===== config.mk =====
export PLATFORM = sky130hd
export DESIGN_NAME = armc_engine
export DESIGN_NICKNAME = d
export VERILOG_FILES = /design/src/hw/rtl/armc_pkg.sv /design/src/hw/rtl/armc_engine.sv
export SDC_FILE = /design/constraint.sdc
export NUM_CORES = 2
export LEC_CHECK = 0
export BUFFER_PORTS_ARGS = -buffer_cell sky130_fd_sc_hd__buf_2
export CAP_MARGIN = 10
export CORE_MARGIN = 8
export CORE_UTILIZATION = 48
export DETAILED_ROUTE_END_ITERATION = 6
export GPL_ROUTABILITY_DRIVEN = 0
export PLACE_DENSITY = 0.71
export SYNTH_ARGS = -nofsm -noshare
export SYNTH_HDL_FRONTEND = slang
export SYNTH_SLANG_ARGS = --single-unit

===== constraint.sdc =====
create_clock -name clock -period 14.5 [get_ports clock]
set_input_delay 1.45 -clock clock [delete_from_list [all_inputs] [get_ports clock]]
set_output_delay 1.45 -clock clock [all_outputs]
set_load 0.02 [all_outputs]

===== src/hw/rtl/armc_pkg.sv =====
// shared types and codes for the address range merge cache
package armc_pkg;

   localparam int ADDR_W  = 48;
   localparam int LEN_W   = 40;
   localparam int TAG_W   = 32;
   localparam int CNT_W   = 7;
   localparam int STAT_W  = 3;
   localparam int SHIFT_W = 5;

   localparam logic [1:0] CMD_LOOKUP = 2'd0;
   localparam logic [1:0] CMD_INVAL  = 2'd1;
   localparam logic [1:0] CMD_FLUSH  = 2'd2;
   localparam logic [1:0] CMD_RSVD   = 2'd3;

   localparam logic [STAT_W-1:0] ST_HIT      = 3'd0;
   localparam logic [STAT_W-1:0] ST_CREATED  = 3'd1;
   localparam logic [STAT_W-1:0] ST_FULL     = 3'd2;
   localparam logic [STAT_W-1:0] ST_REMOVED  = 3'd3;
   localparam logic [STAT_W-1:0] ST_NOTFOUND = 3'd4;
   localparam logic [STAT_W-1:0] ST_FLUSHED  = 3'd5;

   localparam logic [SHIFT_W-1:0] PAGE_SHIFT_RESET = 5'd12;
   localparam logic [TAG_W-1:0]   TAG_RESET        = 32'd1;
   localparam int                 MERGED_MAX       = 127;

   typedef struct packed {
      logic              valid;
      logic [ADDR_W-1:0] start;
      logic [ADDR_W-1:0] length;
      logic [TAG_W-1:0]  tag;
   } entry_type;

   typedef struct packed {
      logic [STAT_W-1:0] status;
      logic [ADDR_W-1:0] start;
      logic [ADDR_W-1:0] length;
      logic [TAG_W-1:0]  tag;
      logic [CNT_W-1:0]  merged;
   } result_type;

endpackage


===== src/hw/rtl/armc_engine.sv =====
// scan and merge sequencer over the region table
module armc_engine import armc_pkg::*; #(
   parameter int ENTRIES = 64
) (
   input  logic                       clock,
   input  logic                       reset,
   input  logic [SHIFT_W-1:0]         page_shift,
   input  logic                       go,
   input  logic [1:0]                 cmd,
   input  logic [ADDR_W-1:0]          rstart,
   input  logic [LEN_W-1:0]           rlength,
   input  logic [TAG_W-1:0]           itag,
   output logic                       busy,
   output logic                       res_valid,
   input  logic                       res_ready,
   output result_type                 res,
   output logic                       wr_en,
   output logic [$clog2(ENTRIES)-1:0] wr_addr,
   output entry_type                  wr_data,
   output logic                       rd_en,
   output logic [$clog2(ENTRIES)-1:0] rd_addr,
   input  entry_type                  rd_data
);

   localparam int AW = $clog2(ENTRIES);
   localparam int CW = $clog2(ENTRIES + 1);
   localparam int RW = ADDR_W + 3;

   localparam logic [3:0] S_CLEAR  = 4'd0;
   localparam logic [3:0] S_IDLE   = 4'd1;
   localparam logic [3:0] S_LEFT   = 4'd2;
   localparam logic [3:0] S_GROW   = 4'd3;
   localparam logic [3:0] S_COMMIT = 4'd4;
   localparam logic [3:0] S_INSERT = 4'd5;
   localparam logic [3:0] S_INVAL  = 4'd6;
   localparam logic [3:0] S_OUT    = 4'd7;

   logic [3:0]        state_ff, state_in;
   logic [CW-1:0]     cnt_ff, cnt_in;
   logic              pv_ff, pv_in;
   logic [AW-1:0]     pidx_ff, pidx_in;
   logic [ADDR_W-1:0] s_ff, s_in;
   logic [LEN_W-1:0]  l_ff, l_in;
   logic [TAG_W-1:0]  itag_ff, itag_in;
   logic              lf_ff, lf_in;
   logic [AW-1:0]     lidx_ff, lidx_in;
   logic [ADDR_W-1:0] lstart_ff, lstart_in;
   logic [ADDR_W-1:0] llen_ff, llen_in;
   logic [TAG_W-1:0]  ltag_ff, ltag_in;
   logic              labs_ff, labs_in;
   logic [ADDR_W-1:0] ns_ff, ns_in;
   logic [ADDR_W:0]   ne_ff, ne_in;
   logic              chg_ff, chg_in;
   logic [CW-1:0]     mcnt_ff, mcnt_in;
   logic              ff_ff, ff_in;
   logic [AW-1:0]     slot_ff, slot_in;
   logic [TAG_W-1:0]  ntag_ff, ntag_in;
   logic              flush_ff, flush_in;
   result_type        res_ff, res_in;

   logic              scan_more, done;
   logic [ADDR_W:0]   d_end, lend, rend;
   logic              right_hit, absorbed;
   logic [RW-1:0]     pgm1, mask, ns_r, ne_r, len_r;
   logic [ADDR_W-1:0] len_sat;
   logic [TAG_W-1:0]  tag_inc;

   assign scan_more = cnt_ff < CW'(ENTRIES);
   assign done      = !scan_more && !pv_ff;
   assign d_end     = {1'b0, rd_data.start} + {1'b0, rd_data.length};
   assign lend      = {1'b0, lstart_ff} + {1'b0, llen_ff};
   assign rend      = {1'b0, s_ff} + (ADDR_W + 1)'(l_ff);
   assign right_hit = rd_data.valid && (rd_data.start > s_ff) && ({1'b0, rd_data.start} <= ne_ff);
   assign absorbed  = right_hit || (rd_data.valid && labs_ff && pidx_ff == lidx_ff);

   assign pgm1    = (RW'(1) << page_shift) - RW'(1);
   assign mask    = ~pgm1;
   assign ns_r    = RW'(ns_ff) & mask;
   assign ne_r    = (RW'(ne_ff) + pgm1) & mask;
   assign len_r   = ne_r - ns_r;
   assign len_sat = (len_r[RW-1:ADDR_W] != '0) ? '1 : len_r[ADDR_W-1:0];
   assign tag_inc = (ntag_ff + TAG_W'(1) == '0) ? TAG_W'(1) : ntag_ff + TAG_W'(1);

   always_comb begin
      state_in  = state_ff;
      cnt_in    = cnt_ff;
      pv_in     = 1'b0;
      pidx_in   = pidx_ff;
      s_in      = s_ff;
      l_in      = l_ff;
      itag_in   = itag_ff;
      lf_in     = lf_ff;
      lidx_in   = lidx_ff;
      lstart_in = lstart_ff;
      llen_in   = llen_ff;
      ltag_in   = ltag_ff;
      labs_in   = labs_ff;
      ns_in     = ns_ff;
      ne_in     = ne_ff;
      chg_in    = chg_ff;
      mcnt_in   = mcnt_ff;
      ff_in     = ff_ff;
      slot_in   = slot_ff;
      ntag_in   = ntag_ff;
      flush_in  = flush_ff;
      res_in    = res_ff;
      wr_en     = 1'b0;
      wr_addr   = pidx_ff;
      wr_data   = '0;
      rd_en     = 1'b0;
      rd_addr   = cnt_ff[AW-1:0];

      if (state_ff == S_LEFT || state_ff == S_GROW || state_ff == S_COMMIT ||
          state_ff == S_INVAL) begin
         if (scan_more) begin
            rd_en   = 1'b1;
            pv_in   = 1'b1;
            pidx_in = cnt_ff[AW-1:0];
            cnt_in  = cnt_ff + CW'(1);
         end
      end

      case (state_ff)
         S_CLEAR: begin
            wr_en   = 1'b1;
            wr_addr = cnt_ff[AW-1:0];
            cnt_in  = cnt_ff + CW'(1);
            if (cnt_ff == CW'(ENTRIES - 1)) begin
               cnt_in = '0;
               if (flush_ff) begin
                  res_in        = '0;
                  res_in.status = ST_FLUSHED;
                  state_in      = S_OUT;
               end else begin
                  state_in = S_IDLE;
               end
            end
         end
         S_IDLE: begin
            if (go) begin
               s_in    = rstart;
               l_in    = rlength;
               itag_in = itag;
               cnt_in  = '0;
               lf_in   = 1'b0;
               res_in  = '0;
               case (cmd)
                  CMD_LOOKUP: state_in = S_LEFT;
                  CMD_INVAL:  state_in = S_INVAL;
                  CMD_FLUSH: begin
                     flush_in = 1'b1;
                     state_in = S_CLEAR;
                  end
                  default: begin
                     res_in.status = ST_NOTFOUND;
                     state_in      = S_OUT;
                  end
               endcase
            end
         end
         S_LEFT: begin
            if (pv_ff && rd_data.valid && rd_data.start <= s_ff &&
                (!lf_ff || rd_data.start >= lstart_ff)) begin
               lf_in     = 1'b1;
               lidx_in   = pidx_ff;
               lstart_in = rd_data.start;
               llen_in   = rd_data.length;
               ltag_in   = rd_data.tag;
            end
            if (done) begin
               cnt_in = '0;
               if (lf_ff && lend >= rend) begin
                  res_in.status = ST_HIT;
                  res_in.start  = lstart_ff;
                  res_in.length = llen_ff;
                  res_in.tag    = ltag_ff;
                  state_in      = S_OUT;
               end else begin
                  labs_in  = lf_ff && ({1'b0, s_ff} <= lend);
                  ns_in    = (lf_ff && ({1'b0, s_ff} <= lend)) ? lstart_ff : s_ff;
                  ne_in    = rend;
                  chg_in   = 1'b0;
                  state_in = S_GROW;
               end
            end
         end
         S_GROW: begin
            if (pv_ff && right_hit && d_end > ne_ff) begin
               ne_in  = d_end;
               chg_in = 1'b1;
            end
            if (done) begin
               cnt_in = '0;
               chg_in = 1'b0;
               if (!chg_ff) begin
                  mcnt_in  = '0;
                  ff_in    = 1'b0;
                  state_in = S_COMMIT;
               end
            end
         end
         S_COMMIT: begin
            if (pv_ff) begin
               if (absorbed) begin
                  wr_en   = 1'b1;
                  mcnt_in = mcnt_ff + CW'(1);
               end
               if ((!rd_data.valid || absorbed) && !ff_ff) begin
                  ff_in   = 1'b1;
                  slot_in = pidx_ff;
               end
            end
            if (done) begin
               cnt_in = '0;
               if (ff_ff) begin
                  state_in = S_INSERT;
               end else begin
                  res_in.status = ST_FULL;
                  state_in      = S_OUT;
               end
            end
         end
         S_INSERT: begin
            wr_en          = 1'b1;
            wr_addr        = slot_ff;
            wr_data.valid  = 1'b1;
            wr_data.start  = ns_r[ADDR_W-1:0];
            wr_data.length = len_sat;
            wr_data.tag    = ntag_ff;
            res_in.status  = ST_CREATED;
            res_in.start   = ns_r[ADDR_W-1:0];
            res_in.length  = len_sat;
            res_in.tag     = ntag_ff;
            res_in.merged  = (mcnt_ff > CW'(MERGED_MAX)) ? CNT_W'(MERGED_MAX) : CNT_W'(mcnt_ff);
            ntag_in        = tag_inc;
            state_in       = S_OUT;
         end
         S_INVAL: begin
            if (pv_ff && rd_data.valid && rd_data.tag == itag_ff &&
                (!lf_ff || rd_data.start < lstart_ff)) begin
               lf_in     = 1'b1;
               lidx_in   = pidx_ff;
               lstart_in = rd_data.start;
            end
            if (done) begin
               cnt_in = '0;
               if (lf_ff) begin
                  wr_en         = 1'b1;
                  wr_addr       = lidx_ff;
                  res_in.status = ST_REMOVED;
               end else begin
                  res_in.status = ST_NOTFOUND;
               end
               state_in = S_OUT;
            end
         end
         S_OUT: begin
            flush_in = 1'b0;
            if (res_ready) begin
               state_in = S_IDLE;
            end
         end
         default: state_in = S_IDLE;
      endcase
   end

   always_ff @(posedge clock) begin
      if (reset) begin
         state_ff <= S_CLEAR;
         cnt_ff   <= '0;
         pv_ff    <= 1'b0;
         ntag_ff  <= TAG_RESET;
         flush_ff <= 1'b0;
      end else begin
         state_ff <= state_in;
         cnt_ff   <= cnt_in;
         pv_ff    <= pv_in;
         ntag_ff  <= ntag_in;
         flush_ff <= flush_in;
      end
   end

   always_ff @(posedge clock) begin
      pidx_ff   <= pidx_in;
      s_ff      <= s_in;
      l_ff      <= l_in;
      itag_ff   <= itag_in;
      lf_ff     <= lf_in;
      lidx_ff   <= lidx_in;
      lstart_ff <= lstart_in;
      llen_ff   <= llen_in;
      ltag_ff   <= ltag_in;
      labs_ff   <= labs_in;
      ns_ff     <= ns_in;
      ne_ff     <= ne_in;
      chg_ff    <= chg_in;
      mcnt_ff   <= mcnt_in;
      ff_ff     <= ff_in;
      slot_ff   <= slot_in;
      res_ff    <= res_in;
   end

   assign busy      = state_ff != S_IDLE;
   assign res_valid = state_ff == S_OUT;
   assign res       = res_ff;

endmodule


==> flow_summary.toml <==
[run_status]
status = "complete, no violations"

[detailed_routing]
ant_nets = 0
drtIter0Drc = 5007
vias = 37600
route.detailed.drc = 0
via_per_inst = 6.16
firstDrtPassIters = 7
wl_microns = 158000
wl_per_cell_microns = 25.9

[sta]
clock_skew_ns = 0.0299
setup_viol = 0
hold_viol_final = 0
fin_crit_sh_pct = 81.0
tns_ns = 0
tightestPinTransition_ns = 1.07
rsz0062_at_grt = "no"
finalCriticalPeriod_ns = 11.74
slew_violations = 0
relSlewSlack_pct = 26.5
fmax_mhz = 85.2

[placed_design]
dp.final_hpwl_microns = 128000
numPortBuffers = 542

[finish]
final_util_pct = 55.5
area.growth.synth_to_final_pct = 14.7
fillers = 7641
multi_input_area_sq_mm = 0.0239
layout.nets = 5651
drive_gt1_share_pct = 15.5
ff_latch_area_sq_mm = 0.0163

[global_routing]
grt_pass1_vias = 35400
grtUsageMet2_pct = 46.2
grt_pass1_wl_microns = 228000
grtUsageTotal_pct = 30.9
use_met1_pct = 40.9
top_usage_layer = "met2"
grt_util_met3_pct = 7.96
overflow = 0
grt_max_degree = 155
antenna_found_initial = 46

[clock_network]
cts_tree = "done"
cts_resized = 0
clock_latency_ns = 0.63
ctsHoldBuffers = 0
clock_path_buffers = 3
h-tree-depth = 3
cts-buffers-inserted = 68
cts.sinks = 556
cts.root.buffer_cell = "clkbuf_16"
postCtsSetupBuffers = 0
clk_pin_slew_ns = 0.06

[critical_path]
worstSetupEndpointType = "output port"
worstPathArrival_ns = 10.29
startpoint_type = "input port"
slowest_delay_ns = 0.57
cp_top_family = "compound AO/OA/AOI/OAI gates"
crit_buf_inv = 5
cp_data_required_time_ns = 13.05
cp_max_fo = 29
crit_slowest_cell = "buf_4"
worstSetupPathType = "input port to output port"

[yosys]
synthCells = 4342
synth_area_leaders = "edfxtp_1 (37%), ha_1 (16%), a21o_1 (4.7%)"
synth_area_sq_mm = 0.0419
ys_types = 99
yosys.area.top_type = "edfxtp_1"
async_flop_share_pct = 0
synthFlopType = "edfxtp_1"
yosysSeqAreaShare_pct = 38.8
synth_edf_count = 512
ys_ff_latch = 556
yosys_warnings = 0
syn-mean-instance-area_sq_um = 9.65
synth_top_area_share_pct = 36.7

[min_path]
min_path_type = "register to register"

[power]
irDropWorstVdd_v = 0.0000733
p_per_area_mw_per_mm2 = 86.7
leakagePower_uw = 0.0218

[die]
num_rows = 108
die_height_microns = 311
die_area_sq_mm = 0.0970
ioPinCount = 543
core_sq_mm = 0.0866
start_util_pct = 48.4
die_width_microns = 311

[job]
cap_violations = 0
==> metal layers <==
layer  vias to the layer above  routed length, microns  part of all wire (%)
met4                        26                    9090                   5.7
met3                       421                   19200                    12
met1                     17600                   62800                    40
li1                      17100                       -                     -
met5                         -                     161                  0.10
met2                      2414                   67000                    42
==> final timing paths <==
check	start	end	slack (ns)	cells past startpoint
worst max-delay path	page_shift[4]	wr_data[32]	2.76	33
worst max register to register	lstart_ff[1]	res[100]	5.13	24
worst min register to register	ntag_ff[0]	ntag_ff[0]	0.50	1
worst min-delay path	ntag_ff[0]	ntag_ff[0]	0.50	1
==> cell families (layout without fill, tap and decap cells) <==
| kind of cell | after synthesis | count (layout) | synth area share, % |
|---|---|---|---|
| buffers and inverters | 437 | 995 | 4.28 |
| other | 1 | 47 | 0.00895 |
| flip-flops | 556 | 556 | 38.8 |
| XOR/XNOR | 295 | 295 | 6.19 |
| AO/OA/AOI/OAI | 1281 | 1281 | 19.7 |
| multiplexers | 55 | 55 | 1.32 |
| AND/OR/NAND/NOR | 1184 | 1184 | 13.7 |
| adder cells (fa/ha/maj) | 533 | 533 | 16.0 |
==> flip-flops by register name, summed over array words and instances (netlist names) <==
signal,cells
res,138
ne_ff,49
llen_ff,48
lstart_ff,48
ns_ff,48
s_ff,48
l_ff,40
itag_ff,32
ltag_ff,32
ntag_ff,32
cnt_ff,7
mcnt_ff,7
lidx_ff,6
pidx_ff,6
slot_ff,6
state_ff,3
chg_ff,1
ff_ff,1
flush_ff,1
labs_ff,1
lf_ff,1
pv_ff,1
==> synth_stat cells, drive strengths merged, types with 10 or more instances <==
library cell and count:
o21ai 269, nand2 308, dfxtp 44, nand2b 56
o21bai 39, o21a 36, a31oi 38, and3 33
edfxtp 512, a211oi 44, or3 16, mux2i 54
a21oi 374, nand4 91, buf 42, ha 528
nand3 105, and2 57, nor4 22, or2 13
o211ai 25, clkbuf 89, and4 13, o31ai 14
xor2 128, inv 306, a221oi 10, nor2b 53
xnor2 167, o22ai 59, nor2 321, nor3 70
a21o 267
==> final cells by class <==
class,instances,share of cell area (%)
Sequential cell,556,33.8
Inverter,306,2.39
Tap cell,1155,3.01
Multi-Input combinational cell,3360,49.8
Timing Repair Buffer,566,6.04
Clock buffer,83,3.74
Antenna cell,35,0.182
Clock inverter,40,0.992
==> report_power, final <==
group / internal (uW) / switching (uW) / total [uW]
registers: 1740 / 1.44 / 1740
logic: 243 / 426 / 669
clock network: 1020 / 737 / 1760
==> layout by cell type, fill, tap and decap left out, types with 11 or more instances in the layout <==
cell type / count
ha_1: 528
o21a_1: 36
nor4_1: 21
o21bai_1: 38
nor2b_1: 53
a21oi_1: 334
conb_1: 12
inv_1: 304
and4_1: 12
buf_2: 542
nor2_1: 320
a21oi_2: 39
nand3_1: 104
nand4_1: 91
a21o_1: 265
clkbuf_1: 11
or3_1: 16
nand2b_1: 56
and2_1: 53
buf_4: 22
xnor2_1: 166
o22ai_1: 59
a31oi_1: 37
o21ai_0: 260
edfxtp_1: 512
a211oi_1: 44
or2_2: 12
nand2_1: 307
diode_2: 35
o211ai_1: 24
o31ai_1: 13
dfxtp_1: 44
clkinv_2: 11
nor3_1: 68
xor2_1: 128
mux2i_1: 54
clkbuf_16: 68
and3_1: 33
==> metrics by stage <==
stage          hold WS (ns)  setup slack (ns)  total power [uW]  instance area (sq um)  std cells
3_5_place_dp          0.488              2.98              2420                  45700       5942
2_1_floorplan         0.458             0.746              2200                  41900       4353
5_1_grt               0.520              2.13              4300                  48000       6084
4_1_cts               0.491              2.94              4170                  48000       6065
3_3_place_gp          0.475              3.35              2410                  45700       5942
6_report              0.504              2.76              4160                  48000       6101
(Power assumes the default switching activity.)
